**config.mk**
```make
export PLATFORM = sky130hd
export DESIGN_NAME = pfe_ctrl
export DESIGN_NICKNAME = d
export VERILOG_FILES = /design/src/pfe_pkg.sv /design/src/pfe_ctrl.sv
export SDC_FILE = /design/constraint.sdc
export NUM_CORES = 1
export LEC_CHECK = 0
export ABC_AREA = 1
export BUFFER_PORTS_ARGS = -buffer_cell sky130_fd_sc_hd__buf_2
export CAP_MARGIN = 30
export CORE_AREA = 2 2 39 41
export CTS_BUF_LIST = sky130_fd_sc_hd__clkbuf_16
export DETAILED_ROUTE_END_ITERATION = 6
export DIE_AREA = 0 0 41 43
export PLACE_DENSITY = 0.66
export SLEW_MARGIN = 10
export SYNTH_ARGS = -nofsm -noshare
export SYNTH_HDL_FRONTEND = slang
export SYNTH_SLANG_ARGS = --single-unit
```
**constraint.sdc**
```tcl
create_clock -name i_clk -period 1.5 [get_ports i_clk]
set_clock_uncertainty 0.2 [all_clocks]
set_input_delay 0.225 -clock i_clk [delete_from_list [all_inputs] [get_ports i_clk]]
set_output_delay 0.225 -clock i_clk [all_outputs]
set_load 0.1 [all_outputs]
```
**src/pfe_pkg.sv**
```systemverilog
package pfe_pkg;

    localparam int SymW      = 8;
    localparam int CountW    = 16;
    localparam int ErrW      = 3;
    localparam int ValueOutW = 32;

    localparam logic [SymW-1:0] CH_PLUS  = 8'h2B;
    localparam logic [SymW-1:0] CH_MINUS = 8'h2D;
    localparam logic [SymW-1:0] CH_STAR  = 8'h2A;
    localparam logic [SymW-1:0] CH_SLASH = 8'h2F;
    localparam logic [SymW-1:0] CH_PCT   = 8'h25;
    localparam logic [SymW-1:0] CH_ZERO  = 8'h30;
    localparam logic [SymW-1:0] CH_NINE  = 8'h39;

    localparam logic [CountW-1:0] OPS_MAX = 16'hFFFF;

    typedef enum logic [ErrW-1:0] {
        ERR_NONE    = 3'd0,
        ERR_DIV0    = 3'd1,
        ERR_UNDER   = 3'd2,
        ERR_OVER    = 3'd3,
        ERR_UNKNOWN = 3'd4
    } t_err;

    typedef struct packed {
        logic take;
        logic push;
        logic flag;
        t_err flag_code;
        logic fast;
        logic start;
        logic step;
        logic apply;
        logic emit;
    } t_dp_cmd;

    typedef struct packed {
        logic is_digit;
        logic is_op;
        logic is_fast;
        logic is_div;
        logic full;
        logic lt2;
        logic right_zero;
        logic iter_last;
        logic end_mark;
    } t_dp_status;

endpackage

```
**src/pfe_ctrl.sv**
```systemverilog
module pfe_ctrl import pfe_pkg::*; (
    input  logic       i_clk,
    input  logic       i_rst_n,
    input  logic       i_in_valid,
    output logic       o_in_ready,
    output logic       o_out_valid,
    input  logic       i_out_ready,
    input  t_dp_status i_status,
    output t_dp_cmd    o_cmd
);

    typedef enum logic [2:0] {
        S_IDLE,
        S_DECODE,
        S_LOAD,
        S_ITER,
        S_APPLY,
        S_FINISH
    } t_state;

    t_state r_state, n_state;
    logic   r_out_valid, n_out_valid;
    logic   slot_free;

    assign slot_free = !r_out_valid || i_out_ready;

    always_comb begin
        n_state     = r_state;
        n_out_valid = r_out_valid && !i_out_ready;
        o_cmd       = '0;
        o_cmd.flag_code = ERR_NONE;
        unique case (r_state)
            S_IDLE: begin
                if (i_in_valid) begin
                    o_cmd.take = 1'b1;
                    n_state    = S_DECODE;
                end
            end
            S_DECODE: begin
                n_state = S_FINISH;
                priority if (i_status.is_digit) begin
                    if (i_status.full) begin
                        o_cmd.flag      = 1'b1;
                        o_cmd.flag_code = ERR_OVER;
                    end else begin
                        o_cmd.push = 1'b1;
                    end
                end else if (i_status.is_op) begin
                    if (i_status.lt2) begin
                        o_cmd.flag      = 1'b1;
                        o_cmd.flag_code = ERR_UNDER;
                    end else begin
                        n_state = S_LOAD;
                    end
                end else begin
                    o_cmd.flag      = 1'b1;
                    o_cmd.flag_code = ERR_UNKNOWN;
                end
            end
            S_LOAD: begin
                // left operand is now out of the stack ram
                priority if (i_status.is_fast) begin
                    o_cmd.fast = 1'b1;
                    n_state    = S_FINISH;
                end else if (i_status.is_div && i_status.right_zero) begin
                    o_cmd.fast      = 1'b1;
                    o_cmd.flag      = 1'b1;
                    o_cmd.flag_code = ERR_DIV0;
                    n_state         = S_FINISH;
                end else begin
                    o_cmd.start = 1'b1;
                    n_state     = S_ITER;
                end
            end
            S_ITER: begin
                o_cmd.step = 1'b1;
                if (i_status.iter_last) begin
                    n_state = S_APPLY;
                end
            end
            S_APPLY: begin
                o_cmd.apply = 1'b1;
                n_state     = S_FINISH;
            end
            S_FINISH: begin
                if (!i_status.end_mark) begin
                    n_state = S_IDLE;
                end else if (slot_free) begin
                    o_cmd.emit  = 1'b1;
                    n_out_valid = 1'b1;
                    n_state     = S_IDLE;
                end
            end
            default: begin
                n_state = S_IDLE;
            end
        endcase
    end

    always_ff @(posedge i_clk) begin
        if (!i_rst_n) begin
            r_state     <= S_IDLE;
            r_out_valid <= 1'b0;
        end else begin
            r_state     <= n_state;
            r_out_valid <= n_out_valid;
        end
    end

    assign o_in_ready  = (r_state == S_IDLE);
    assign o_out_valid = r_out_valid;

endmodule

```
==> results of run 1 <==
[critical path, cell delays in order, from the launching register on]
cell     delay, ns
dfxtp_4       0.36
inv_1         0.06
nand2_1       0.10
nor2_4        0.15
nand2_2       0.10
o21ai_4       0.15
buf_12        0.19
[layout make-up]
type                    count  area (um2)  area share, %
repair buffers             43       459.2          40.46
multi-input cells          49       414.1          36.49
flip-flops and latches      4       95.09          8.379
clock buffers               3       75.07          6.615
inverters                  16       71.32          6.284
well taps                  16       20.02          1.764
[flip-flops by register name, summed over array words and instances, names as in the netlist]
signal       flops
o_out_valid      1
r_state          3
[metrics by stage]
step | setup TNS, ns | util (%) | setup slack, ns | hold WS (ns)
final | -2.170 | 82.01 | -0.2620 | 0.05918
after CTS | -1.723 | 75.32 | -0.2254 | 0.03717
after floorplan | -1.773 | - | -0.3278 | 0.1502
after global placement | -0.02141 | 68.35 | -0.02141 | 0.2576
after detailed placement | -0.05211 | 68.35 | -0.02195 | 0.2633
after global routing | -2.635 | 82.01 | -0.2931 | 0.08563
[layer usage]
layer / track usage [%] / wire [um]
met1: 24.76 / 774
met2: 35.00 / 1013
met3: 7.330 / 46
met4: 12.67 / 38
met5: 0 / 0
[worst max path at each step]
stage,from,end,slack [ns],cells after the start
floorplan,r_state[0]$_SDFFE_PN0P_,o_cmd[7],-0.33,4
global placement,r_state[0]$_SDFFE_PN0P_,o_cmd[8],-0.02,6
detailed placement,r_state[1]$_SDFFE_PN0P_,o_cmd[6],-0.02,6
CTS,r_state[2]$_SDFFE_PN0P_,o_cmd[8],-0.23,6
global route,r_state[1]$_SDFFE_PN0P_,o_cmd[10],-0.29,5
finish,r_state[1]$_SDFFE_PN0P_,o_cmd[8],-0.26,6
[logic make-up (layout without fill, tap and decap cells)]
group,count (synthesis),in the layout,share of synthesized area [%]
simple gates,41,41,51.07
buf+inv,17,62,17.33
compound gates,8,8,12.16
flops,4,4,19.45
[power groups by stage]
| stage | logic, uW | registers (uW) | clock network [uW] |
|---|---|---|---|
| 6_report | 551 | 127 | 421 |
| 5_1_grt | 573 | 127 | 434 |
| 4_1_cts | 516 | 127 | 419 |
| 3_5_place_dp | 500 | 127 | 0 |
| 3_3_place_gp | 495 | 127 | 0 |
| 2_1_floorplan | 324 | 128 | 0 |
[repair_timing]
action | CTS | global route
buffers inserted | 0 | 6
pin swaps | 6 | 6
setup endpoints to repair | 12 | 13
hold buffers | 0 | 0
resized for setup | 7 | 10
[synth_stat cells, drive strengths merged]
master,number
a21oi,3
a31oi,1
buf,1
dfxtp,4
inv,16
nand2,15
nand3,6
nand3b,1
nand4,1
nor2,14
nor3,4
o21ai,3
o22ai,1
[cell usage in the layout (no fill, tap or decap), drive strengths merged]
master,netlist,routed
buf,1,43
inv,16,15
nand2,15,15
nor2,14,14
nand3,6,6
dfxtp,4,4
nor3,4,4
clkbuf,0,3
o21ai,3,3
a21oi,3,3
nand3b,1,1
nand4,1,1
clkinvlp,0,1
o22ai,1,1
a31oi,1,1
==> run metrics, run 1 <==
synthesized cell area=411.6 um2; Clk pin slew, worst setup/hold paths=0.03 ns; Max-Cap Viols=0; H-Tree Depth=1; Max Slew Vio Count=0; CTS buffer count=3; Total GRT Usage=22.28%; DR DRC count=0; Comb pwr share=50.2%; first-pass GRT wire length=2553 um; Vias=635; final hold violations=0; Die W=41 um; Initial DRT Pass Iterations=4; DP Area=945.9 um2; Seq pwr share=11.5%; maximum vdd drop=535.9 uV; Clock power frac=38.3%; n_diodes=0; clock net sink count=4; Routed wire per std cell=14.29 um; reg2reg setup slack=-0.05 ns; CP Max Fanout=4; Mapped Cells=70; clk_lat worst skew=0.23 ns; GRT overflow=0; initial antenna violation count=0; Initial Util=29.75%; Post-Route WL=1872 um; Area contributors post-synth=dfxtp_1 (19%), inv_1 (12%), nand2_1 (12%); R2R cell count=8; First DRT Iteration DRCs=12; Hold Crit Depth=3; CTS max path bufs=2; Hold Crit Start=i_rst_n; CTS tree=done; RR Startpoint=r_state[1]$_SDFFE_PN0P_; Internal Power=659.0 uW; Power Dens Cells=968.2 nW/um2; number of fill cells=86; Pleak=0.0005170 uW; RSZ-0062 raised after global routing=true; fin crit period=1.762 ns; Worst R2R End=r_state[0]$_SDFFE_PN0P_; Syn-to-layout area delta=175.7%; Max Fclk=567.5 MHz; num ports=26; placed cell count=122; Mean Syn Cell Area=5.881 um2; Setup CP Type=reg2out; worst min-delay path category=in2reg; failing checks=negative setup slack; vias in the first global route=581; Yosys reg bits=4; largest net degree at the start of global routing=6; Yosys cell types=19; Final nets=130; root buf cell=clkbuf_16; die area=1763 um2; Final WS setup=-0.2620 ns; layout cells sized above 1=71.30%; fin cells=131; worst path arrival time=1.34 ns; die height=43 um; GPL Wtd Cong=0.7897; WP data required=1.07 ns; Setup crit end kind=output pin; HPWL Detailed=1071 um; outcome=finished with violations; Psw=439.8 uW; antenna-violating nets left=0; Net Count, Synth=83; final cycle utilization of the critical path=117.5%; Tightest Pin Transition=0.4989 ns; Yosys top cell by area=dfxtp_1; core area=1384 um2; critical path startpoint category=flip-flop; routed vias/inst=4.847; row count=14; switching share of power=40.03%; Slew headroom=66.97%; overall power=1099 uW; endpoints failing setup=13; Synth top area share=19.45%; Worst Hold End=r_state[1]$_SDFFE_PN0P_; final instance area=1135 um2; Seq/Total Area, Yosys=19.45%; Port Buffers=25; YS warnings=0
No activity file was read; power rests on OpenSTA's default activity.
==> run 2, diff against run 1 <==
Settings changed: SKIP_LAST_GASP set to 1.
==> run 2 against run 1 <==
  * The flow still finishes with violations (negative setup slack)
  * Sequential share of layout area up 0.065 points
  * Hold slack worse by 0.0047 ns
  * Non-clock buffer count unchanged
  * Die area unchanged
  * Power down 0.34%
  * Final area down 0.77%
  * Critical path depth unchanged
  * Sequential power about the same
  * Utilization down 0.63 points
  * Critical endpoint unchanged
==> run metrics, run 2 (synthesis results as in run 1) <==
outcome=finished with violations; failing checks=negative setup slack; final hold violations=0; critical path startpoint category=flip-flop; met3 WL=67 um; CP Max Fanout=4; row count=14; CTS buffer count=3; H-Tree Depth=1; DP Area=945.9 um2; placed cell count=122; Slew headroom=67.01%; fin crit period=1.783 ns; routed vias/inst=5.046; Vias=661; vias in the first global route=581; Max-Cap Viols=0; register area=95.09 um2; Multi-input gate area=409.1 um2; Max Slew Vio Count=0; GPL Wtd Cong=0.7897; Tightest Pin Transition=0.4983 ns; Clk pin slew, worst setup/hold paths=0.03 ns; Routed met2 length=1036 um; most frequent cells in the layout=buf_4 (14), buf_2 (13), buf_12 (12), inv_1 (11); Syn-to-layout area delta=173.6%; core area=1384 um2; Setup crit end kind=output pin; worst path arrival time=1.36 ns; Pleak=0.0005124 uW; endpoints failing setup=14; GRT overflow=0; Routed wire per std cell=14.75 um; number of fill cells=84; Power Dens Cells=972.4 nW/um2; RSZ-0062 raised after global routing=true; DRT met1 WL=773 um; Port Buffers=25; commonest non-fill, non-tap cell in the layout=buf_4; fin cells=131; root buf cell=clkbuf_16; Max Fclk=560.7 MHz; clock net sink count=4; antenna-violating nets left=0; top routing layer in use=met4; HPWL Detailed=1071 um; Initial Util=29.75%; CTS max path bufs=2; layout cells sized above 1=70.43%; Die W=41 um; Final nets=130; DR DRC count=0; Total GRT Usage=22.28%; maximum vdd drop=572.2 uV; final instance area=1126 um2; Largest register FFs=3; final cycle utilization of the critical path=118.9%; WP data required=1.07 ns; CTS tree=done; Final WS setup=-0.2834 ns; Setup CP Type=reg2out; first-pass GRT wire length=2553 um; n_diodes=0; worst min-delay path category=in2reg; Post-Route WL=1932 um; Initial DRT Pass Iterations=4; First DRT Iteration DRCs=14; clk_lat worst skew=0.23 ns; num ports=26; largest net degree at the start of global routing=6; Biggest register=r_state; die area=1763 um2; initial antenna violation count=0; die height=43 um
## run 2: cell type report
type,count,area share [%]
Tap cell,16,1.778
Clock buffer,3,6.667
Timing Repair Buffer,43,40.44
Sequential cell,4,8.444
Inverter,16,6.333
Multi-Input combinational cell,49,36.33
## run 2: metal layers
| metal | vias up | global-route usage, % |
|---|---|---|
| li1 | 313 | - |
| met1 | 323 | 24.76 |
| met2 | 19 | 35.00 |
| met3 | 6 | 7.330 |
| met4 | 0 | 12.67 |
| met5 | - | 0 |
## run 2: repair_timing
item / 4_1_cts / 5_1_grt
endpoints found under the hold margin: 0 / 0
pin swaps: 6 / 5
resized for setup: 7 / 8
hold buffers: 0 / 0
setup endpoints to repair: 12 / 13
buffers inserted: 0 / 6
## run 2: worst paths after layout
check | start | endpoint | slack (ns) | cells past startpoint
worst max register to register | r_state[1]$_SDFFE_PN0P_ | r_state[0]$_SDFFE_PN0P_ | -0.09 | 8
worst min-delay path | i_rst_n | r_state[1]$_SDFFE_PN0P_ | 0.05 | 3
worst max-delay path | r_state[2]$_SDFFE_PN0P_ | o_cmd[8] | -0.28 | 6
worst min register to register | o_out_valid$_SDFF_PN0_ | o_out_valid$_SDFF_PN0_ | 0.51 | 4
## run 2: critical path, cell delays in order (launching register included)
cell	delay, ns
dfxtp_4	0.35
inv_4	0.08
nand3_4	0.08
inv_2	0.07
nand4_1	0.21
o21ai_4	0.14
buf_12	0.19
## run 2: stage by stage
stage                     worst slack, ns  util (%)  hold WS [ns]   TNS, ns  total power (uW)
final                             -0.2834     81.37       0.05445    -2.282              1095
after CTS                         -0.2254     75.32       0.03717    -1.723              1062
after global placement           -0.02141     68.35        0.2576  -0.02141             622.4
after detailed placement         -0.02195     68.35        0.2633  -0.05211             626.9
after global routing              -0.3189     81.37       0.08611    -2.839              1131
after floorplan                   -0.3278         -        0.1502    -1.773             451.8
## run 2: where the power goes
part	internal (uW)	switching, uW
Clock	341	77.8
Combinational	203	348
Sequential	114	12.3
