==> config.mk <==
export PLATFORM = sky130hd
export DESIGN_NAME = pfe_dp
export DESIGN_NICKNAME = d
export VERILOG_FILES = /design/src/pfe_pkg.sv /design/src/pfe_ram.sv /design/src/pfe_dp.sv
export SDC_FILE = /design/constraint.sdc
export NUM_CORES = 1
export LEC_CHECK = 0
export ABC_CLOCK_PERIOD_IN_PS = 7050
export BUFFER_PORTS_ARGS = -buffer_cell sky130_fd_sc_hd__buf_2
export CAP_MARGIN = 30
export CORE_MARGIN = 5
export CORE_UTILIZATION = 57
export DETAILED_ROUTE_END_ITERATION = 12
export GPL_ROUTABILITY_DRIVEN = 0
export HOLD_SLACK_MARGIN = 0.1
export PLACE_DENSITY_LB_ADDON = 0.25
export SETUP_SLACK_MARGIN = 0.2
export SYNTH_ARGS = -nofsm -noshare
export SYNTH_HDL_FRONTEND = slang
export SYNTH_SLANG_ARGS = --single-unit
==> constraint.sdc <==
create_clock -name i_clk -period 7.05 [get_ports i_clk]
set_input_delay 1.7625 -clock i_clk [delete_from_list [all_inputs] [get_ports i_clk]]
set_output_delay 1.7625 -clock i_clk [all_outputs]
set_load 0.05 [all_outputs]
==> src/pfe_pkg.sv <==
package pfe_pkg;

    localparam int SymW      = 8;
    localparam int CountW    = 16;
    localparam int ErrW      = 3;
    localparam int ValueOutW = 32;

    localparam logic [SymW-1:0] CH_PLUS  = 8'h2B;
    localparam logic [SymW-1:0] CH_MINUS = 8'h2D;
    localparam logic [SymW-1:0] CH_STAR  = 8'h2A;
    localparam logic [SymW-1:0] CH_SLASH = 8'h2F;
    localparam logic [SymW-1:0] CH_PCT   = 8'h25;
    localparam logic [SymW-1:0] CH_ZERO  = 8'h30;
    localparam logic [SymW-1:0] CH_NINE  = 8'h39;

    localparam logic [CountW-1:0] OPS_MAX = 16'hFFFF;

    typedef enum logic [ErrW-1:0] {
        ERR_NONE    = 3'd0,
        ERR_DIV0    = 3'd1,
        ERR_UNDER   = 3'd2,
        ERR_OVER    = 3'd3,
        ERR_UNKNOWN = 3'd4
    } t_err;

    typedef struct packed {
        logic take;
        logic push;
        logic flag;
        t_err flag_code;
        logic fast;
        logic start;
        logic step;
        logic apply;
        logic emit;
    } t_dp_cmd;

    typedef struct packed {
        logic is_digit;
        logic is_op;
        logic is_fast;
        logic is_div;
        logic full;
        logic lt2;
        logic right_zero;
        logic iter_last;
        logic end_mark;
    } t_dp_status;

endpackage

==> src/pfe_ram.sv <==
module pfe_ram #(
    parameter int WIDTH = 32,
    parameter int DEPTH = 16
) (
    input  logic                     i_clk,
    input  logic                     i_we,
    input  logic [$clog2(DEPTH)-1:0] i_waddr,
    input  logic [WIDTH-1:0]         i_wdata,
    input  logic [$clog2(DEPTH)-1:0] i_raddr,
    output logic [WIDTH-1:0]         o_rdata
);

    logic [WIDTH-1:0] r_mem [DEPTH];
    logic [WIDTH-1:0] r_rdata;

    always_ff @(posedge i_clk) begin
        if (i_we) begin
            r_mem[i_waddr] <= i_wdata;
        end
        r_rdata <= r_mem[i_raddr];
    end

    assign o_rdata = r_rdata;

endmodule

==> src/pfe_dp.sv <==
module pfe_dp import pfe_pkg::*; #(
    parameter int STACK_DEPTH = 16,
    parameter int VALUE_WIDTH = 32
) (
    input  logic                        i_clk,
    input  logic                        i_rst_n,
    input  t_dp_cmd                     i_cmd,
    output t_dp_status                  o_status,
    input  logic [SymW-1:0]             i_symbol,
    input  logic                        i_end,
    output logic signed [ValueOutW-1:0] o_value,
    output logic [CountW-1:0]           o_count,
    output logic [ErrW-1:0]             o_err
);

    localparam int W    = VALUE_WIDTH;
    localparam int AW   = $clog2(STACK_DEPTH);
    localparam int SpW  = $clog2(STACK_DEPTH + 1);
    localparam int CntW = $clog2(VALUE_WIDTH);

    // item and stack control
    logic [SymW-1:0]   r_sym;
    logic              r_end;
    logic [SpW-1:0]    r_sp, n_sp;
    logic [CountW-1:0] r_ops, n_ops;
    t_err              r_err, n_err;
    logic signed [W-1:0] r_top, n_top;

    // shared shift-add / restoring divide unit
    logic [W-1:0]    r_a, n_a;
    logic [W-1:0]    r_b, n_b;
    logic [W-1:0]    r_acc, n_acc;
    logic [CntW-1:0] r_cnt, n_cnt;
    logic            r_neg_q, n_neg_q;
    logic            r_neg_r, n_neg_r;

    logic signed [ValueOutW-1:0] r_out_value;
    logic [CountW-1:0]           r_out_count;
    t_err                        r_out_err;

    logic [W-1:0] ram_rdata;
    logic [W-1:0] left;
    logic [W-1:0] right;
    logic         is_mul;
    logic         sp_zero;
    logic [W-1:0] fast_res;
    logic [W-1:0] iter_res;
    logic [W-1:0] rem_sh;
    logic [W:0]   diff;
    logic [W-1:0] digit;
    logic [SpW-1:0] sp_m1;
    logic [SpW-1:0] sp_m2;

    assign left    = ram_rdata;
    assign right   = r_top;
    assign is_mul  = (r_sym == CH_STAR);
    assign sp_zero = (r_sp == '0);
    assign sp_m1   = r_sp - SpW'(1);
    assign sp_m2   = r_sp - SpW'(2);
    assign digit   = W'(r_sym - CH_ZERO);

    pfe_ram #(
        .WIDTH(W),
        .DEPTH(STACK_DEPTH)
    ) u_stack (
        .i_clk  (i_clk),
        .i_we   (i_cmd.push && !sp_zero),
        .i_waddr(sp_m1[AW-1:0]),
        .i_wdata(r_top),
        .i_raddr(sp_m2[AW-1:0]),
        .o_rdata(ram_rdata)
    );

    always_comb begin
        o_status.is_digit   = (r_sym >= CH_ZERO) && (r_sym <= CH_NINE);
        o_status.is_fast    = (r_sym == CH_PLUS) || (r_sym == CH_MINUS);
        o_status.is_div     = (r_sym == CH_SLASH) || (r_sym == CH_PCT);
        o_status.is_op      = o_status.is_fast || o_status.is_div || is_mul;
        o_status.full       = (r_sp == SpW'(STACK_DEPTH));
        o_status.lt2        = (r_sp < SpW'(2));
        o_status.right_zero = (r_top == '0);
        o_status.iter_last  = (r_cnt == CntW'(W - 1));
        o_status.end_mark   = r_end;
    end

    always_comb begin
        priority if (r_sym == CH_PLUS) begin
            fast_res = left + right;
        end else if (r_sym == CH_MINUS) begin
            fast_res = left - right;
        end else begin
            fast_res = '0;  // divisor zero
        end
    end

    always_comb begin
        priority if (is_mul) begin
            iter_res = r_acc;
        end else if (r_sym == CH_SLASH) begin
            iter_res = r_neg_q ? ('0 - r_a) : r_a;
        end else begin
            iter_res = r_neg_r ? ('0 - r_acc) : r_acc;
        end
    end

    assign rem_sh = {r_acc[W-2:0], r_a[W-1]};
    assign diff   = {1'b0, rem_sh} - {1'b0, r_b};

    always_comb begin
        n_sp    = r_sp;
        n_ops   = r_ops;
        n_err   = r_err;
        n_top   = r_top;
        n_a     = r_a;
        n_b     = r_b;
        n_acc   = r_acc;
        n_cnt   = r_cnt;
        n_neg_q = r_neg_q;
        n_neg_r = r_neg_r;

        if (i_cmd.flag && (r_err == ERR_NONE)) begin
            n_err = i_cmd.flag_code;
        end
        if (i_cmd.push) begin
            n_top = digit;
            n_sp  = r_sp + SpW'(1);
        end
        if (i_cmd.fast || i_cmd.apply) begin
            n_top = i_cmd.fast ? fast_res : iter_res;
            n_sp  = sp_m1;
            if (r_ops != OPS_MAX) begin
                n_ops = r_ops + CountW'(1);
            end
        end
        if (i_cmd.start) begin
            n_acc   = '0;
            n_cnt   = '0;
            n_neg_q = left[W-1] ^ right[W-1];
            n_neg_r = left[W-1];
            if (is_mul) begin
                n_a = left;
                n_b = right;
            end else begin
                n_a = left[W-1] ? ('0 - left) : left;
                n_b = right[W-1] ? ('0 - right) : right;
            end
        end
        if (i_cmd.step) begin
            n_cnt = r_cnt + CntW'(1);
            if (is_mul) begin
                if (r_b[0]) begin
                    n_acc = r_acc + r_a;
                end
                n_a = {r_a[W-2:0], 1'b0};
                n_b = {1'b0, r_b[W-1:1]};
            end else begin
                // restoring step, quotient bits shift into r_a
                n_acc = diff[W] ? rem_sh : diff[W-1:0];
                n_a   = {r_a[W-2:0], !diff[W]};
            end
        end
        if (i_cmd.emit) begin
            n_sp  = '0;
            n_ops = '0;
            n_err = ERR_NONE;
        end
    end

    always_ff @(posedge i_clk) begin
        if (!i_rst_n) begin
            r_sp  <= '0;
            r_ops <= '0;
            r_err <= ERR_NONE;
        end else begin
            r_sp  <= n_sp;
            r_ops <= n_ops;
            r_err <= n_err;
        end
    end

    always_ff @(posedge i_clk) begin
        if (i_cmd.take) begin
            r_sym <= i_symbol;
            r_end <= i_end;
        end
        r_top   <= n_top;
        r_a     <= n_a;
        r_b     <= n_b;
        r_acc   <= n_acc;
        r_cnt   <= n_cnt;
        r_neg_q <= n_neg_q;
        r_neg_r <= n_neg_r;
        if (i_cmd.emit) begin
            r_out_value <= sp_zero ? '0 : ValueOutW'(r_top);
            r_out_count <= r_ops;
            r_out_err   <= ((r_err == ERR_NONE) && sp_zero) ? ERR_UNDER : r_err;
        end
    end

    assign o_value = r_out_value;
    assign o_count = r_out_count;
    assign o_err   = r_out_err;

endmodule

==> results.md <==
* Gr ovfl total at 0
* Skew final at approximately 0.047 ns
* Area leader, netlist: edfxtp_1
* First-pass GRT wire length at ~160,000 um
* Iter 0 DRT Violations at between 3,000 and 4,000
* Comb power frac at 35.3%
* Sw Share at 37.8%
* Psw at 6.38 mW
* Area Growth Syn to Fin at 10.7%
* Root buffer cell: clkbuf_16
* Yosys top cell area share at between 40% and 50%
* Period utilization at between 70% and 80%
* Die Span Y at between 200 and 300 um
* Dpl hpwl at approximately 69,000 um
* Placed Cells at ~4,000
* DRC viols at 0
* EDFF count, synth at ~640
* Final setup viols at 0
* CP Data Arrival Time at 3.66 ns
* Syn_area_per_cell at roughly 12 um2
* Largest net degree at the start of global routing at approximately 100
* 1st-pass router iterations at 6
* Postcts setup bufs at 0
* Nets at about 3,300
* Final Util at between 60% and 70%
* Total power draw at approximately 17 mW
* Vias in the first global route at ~26,000
* Fin. Hold Viols at 0
* Sequential share of power at roughly 40%
* Die W at roughly 270 um
* Post-synthesis cell type count at roughly 80
* Routed Antenna Nets at 0
* Worst reg-to-reg setup slack at ~2.5 ns
* Clk sinks at 763
* Starting density of the core at between 50% and 60%
* Worst-path clk slew at 0.07 ns
* #FFs+latches synth at roughly 760
* WS Path Type: flip-flop to primary output
* TritonCTS buffer count at 78
* Crit path cell chain: nor4_1, and2_1, and3_1, nor3b_1, buf_4, nand4_1, nor4_1, buf_2
* Max-cap viol count at 0
* Hold Path Class: flip-flop to flip-flop
* RSZ-0062 raised after global routing: no
* Htree depth at 3
* Routed WL at between 100,000 and 150,000 um
* Die ar. at 0.0736 mm2
* CTS max path bufs at 3
* Post-DR wirelength/cell at about 26 um
* Post-Route Setup TNS at 0 ns
* Count of non-filler cells in the finished layout at about 4,100
* Area contributors post-synth: edfxtp_1 (50%), mux4_2 (9.3%), dfxtp_1 (6.2%)
* Number of port buffers at between 80 and 90
* Clock Latency Late Sink at roughly 0.66 ns
* Internal Power at ~11 mW
* Diodes inserted at 0
* Core area at around 0.067 mm2
* Top_reg_cell synth: edfxtp_1
* PostCTS Resize Cnt at 0
* Crit-path max FO at 20
* VDD IR max at around 0.24 mV
* Filler instances at 4,924
* Syn Inst Count at 3,126
* Clk pwr share at 25.3%
* CTS tree: done
* Minimum clock period at between 5 and 6 ns
* Share of post-route cells with drive strength above 1 at 14.7%
* Net count after synthesis at approximately 3,300
* Crit path capture type: primary output
* Number of vias per cell at between 6 and 7
* Kind of start point of the critical path: flip-flop
* Synth warn at 0
* Max stage delay on crit path at 0.67 ns
* All-Layer GR Usage at ~28%
* Worst Tran Pin Value at 1.00 ns
* WP data required at between 5 and 6 ns
* Pwr per Cell Area at between 300 and 400 mW/mm2
* Seq/Total Area, Yosys at between 50% and 60%
* Max Slew Vio Count at 0
* # rows at between 90 and 100
* Initial antenna violation count at 0
* Cell repeated most along the worst path: nor4_1
* Synth async-reset ratio at 0%
* Worst path slowest cell: edfxtp_1
* Number of top-level pins at slightly above 80
* Post-Syn Area at approximately 0.039 mm2
* Status: finished, final reports clean
* Via Count at 27,400
* CTS Hold Bufs at 0
* Fmax at about 180 MHz
* Leak pwr at between 15 and 20 nW
* Slew HR at about a third
[cell families (layout without fill, tap and decap cells)]
family	after synthesis	in the layout	synth area share, %
compound gates	808	808	13.3
flops	763	763	55.8
simple gates	750	750	9.08
buf+inv	288	400	2.83
mux	202	202	10.4
xor+xnor	167	167	3.76
fa+ha+maj	148	148	4.84
[state kept, by name, indices dropped and copies added (netlist names)]
| signal | count |
|---|---|
| r_acc | 32 |
| r_neg_q | 1 |
| o_value | 32 |
| r_top | 32 |
| r_end | 1 |
| r_a | 32 |
| r_ops | 16 |
| r_err | 3 |
| r_sym | 8 |
| u_stack.r_mem | 512 |
| o_err | 3 |
| o_count | 16 |
| r_neg_r | 1 |
| r_b | 32 |
| u_stack.o_rdata | 32 |
| r_cnt | 5 |
| r_sp | 5 |
[stage by stage]
| step | hold WS, ns | cell area (um2) | setup slack, ns |
|---|---|---|---|
| final | 0.449 | 43100 | 1.63 |
| after detailed placement | 0.453 | 40400 | 2.27 |
| after CTS | 0.438 | 43100 | 1.59 |
| after floorplan | 0.430 | 38900 | 1.82 |
| after global placement | 0.440 | 40300 | 2.33 |
| after global routing | 0.491 | 43100 | 1.50 |
[synth_stat cells, types with 15 or more instances]
| cell | n |
|---|---|
| a211oi_1 | 18 |
| a21o_1 | 49 |
| a21oi_1 | 164 |
| a221o_1 | 16 |
| a22oi_1 | 32 |
| a31oi_1 | 31 |
| and2_1 | 23 |
| and3_1 | 19 |
| clkbuf_1 | 137 |
| dfxtp_1 | 120 |
| edfxtp_1 | 643 |
| ha_1 | 144 |
| inv_1 | 128 |
| mux2i_1 | 37 |
| mux4_2 | 160 |
| nand2_1 | 235 |
| nand2b_1 | 35 |
| nand3_1 | 59 |
| nand4_1 | 16 |
| nor2_1 | 211 |
| nor2b_1 | 21 |
| nor3_1 | 44 |
| o211ai_1 | 34 |
| o21ai_0 | 256 |
| o21bai_1 | 26 |
| o221ai_1 | 24 |
| o22ai_1 | 15 |
| o31ai_1 | 34 |
| or2_2 | 15 |
| or3_1 | 23 |
| xnor2_1 | 92 |
| xor2_1 | 75 |
[final timing paths]
kind,start,to,depth (start not counted)
setup / recovery,r_top[5],o_status[2],8
hold / removal,r_b[2],r_b[1],2
setup reg to reg,r_a[31],r_acc[28],14
hold reg to reg,r_b[2],r_b[1],2
[critical path, delay by kind of cell, from the launching register on]
family | cells | cell delay, ns
buffers and inverters | 2 | 0.53
and+or+nand+nor | 6 | 1.81
DFF | 1 | 0.67
[cell usage in the layout (no fill, tap or decap), types with 18 or more instances in the layout]
| cell | Yosys | layout |
|---|---|---|
| edfxtp_1 | 643 | 643 |
| o21ai_0 | 256 | 256 |
| nand2_1 | 235 | 235 |
| nor2_1 | 211 | 192 |
| a21oi_1 | 164 | 164 |
| mux4_2 | 160 | 160 |
| ha_1 | 144 | 143 |
| inv_1 | 128 | 128 |
| dfxtp_1 | 120 | 118 |
| xnor2_1 | 92 | 92 |
| buf_2 | 5 | 81 |
| clkbuf_16 | 0 | 78 |
| xor2_1 | 75 | 74 |
| nand3_1 | 59 | 59 |
| a21o_1 | 49 | 49 |
| nor3_1 | 44 | 44 |
| buf_4 | 4 | 40 |
| mux2i_1 | 37 | 37 |
| nand2b_1 | 35 | 35 |
| o211ai_1 | 34 | 34 |
| o31ai_1 | 34 | 34 |
| a22oi_1 | 32 | 32 |
| a31oi_1 | 31 | 31 |
| o21bai_1 | 26 | 26 |
| o221ai_1 | 24 | 24 |
| or3_1 | 23 | 23 |
| and2_1 | 23 | 22 |
| nor2b_1 | 21 | 21 |
| and3_1 | 19 | 19 |
| a211oi_1 | 18 | 18 |
| nor2_4 | 0 | 18 |
[layout make-up]
type	count	area, um2	share of cell area [%]
inverters	129	484	1.12
multi-input cells	2075	16300	37.8
flip-flops and latches	763	21700	50.4
repair buffers	125	801	1.86
clock buffers	103	2160	5.00
clock inverters	43	549	1.27
well taps	873	1090	2.53
[per-layer routing]
layer	vias to the layer above	wire length [um]	GRT usage (%)
li1	12100	-	-
met1	13500	43600	41.7
met2	1618	48700	44.6
met3	192	11300	4.88
met4	0	2510	7.05
met5	-	0	0
[power groups by stage]
stage	clock, mW	combinational [mW]	sequential, mW
global placement	0	5.59	6.67
CTS	4.32	5.78	6.64
finish	4.27	5.96	6.67
global route	4.53	6.49	6.74
detailed placement	0	5.72	6.73
floorplan	0	4.35	6.43
(Power assumes the default switching activity.)
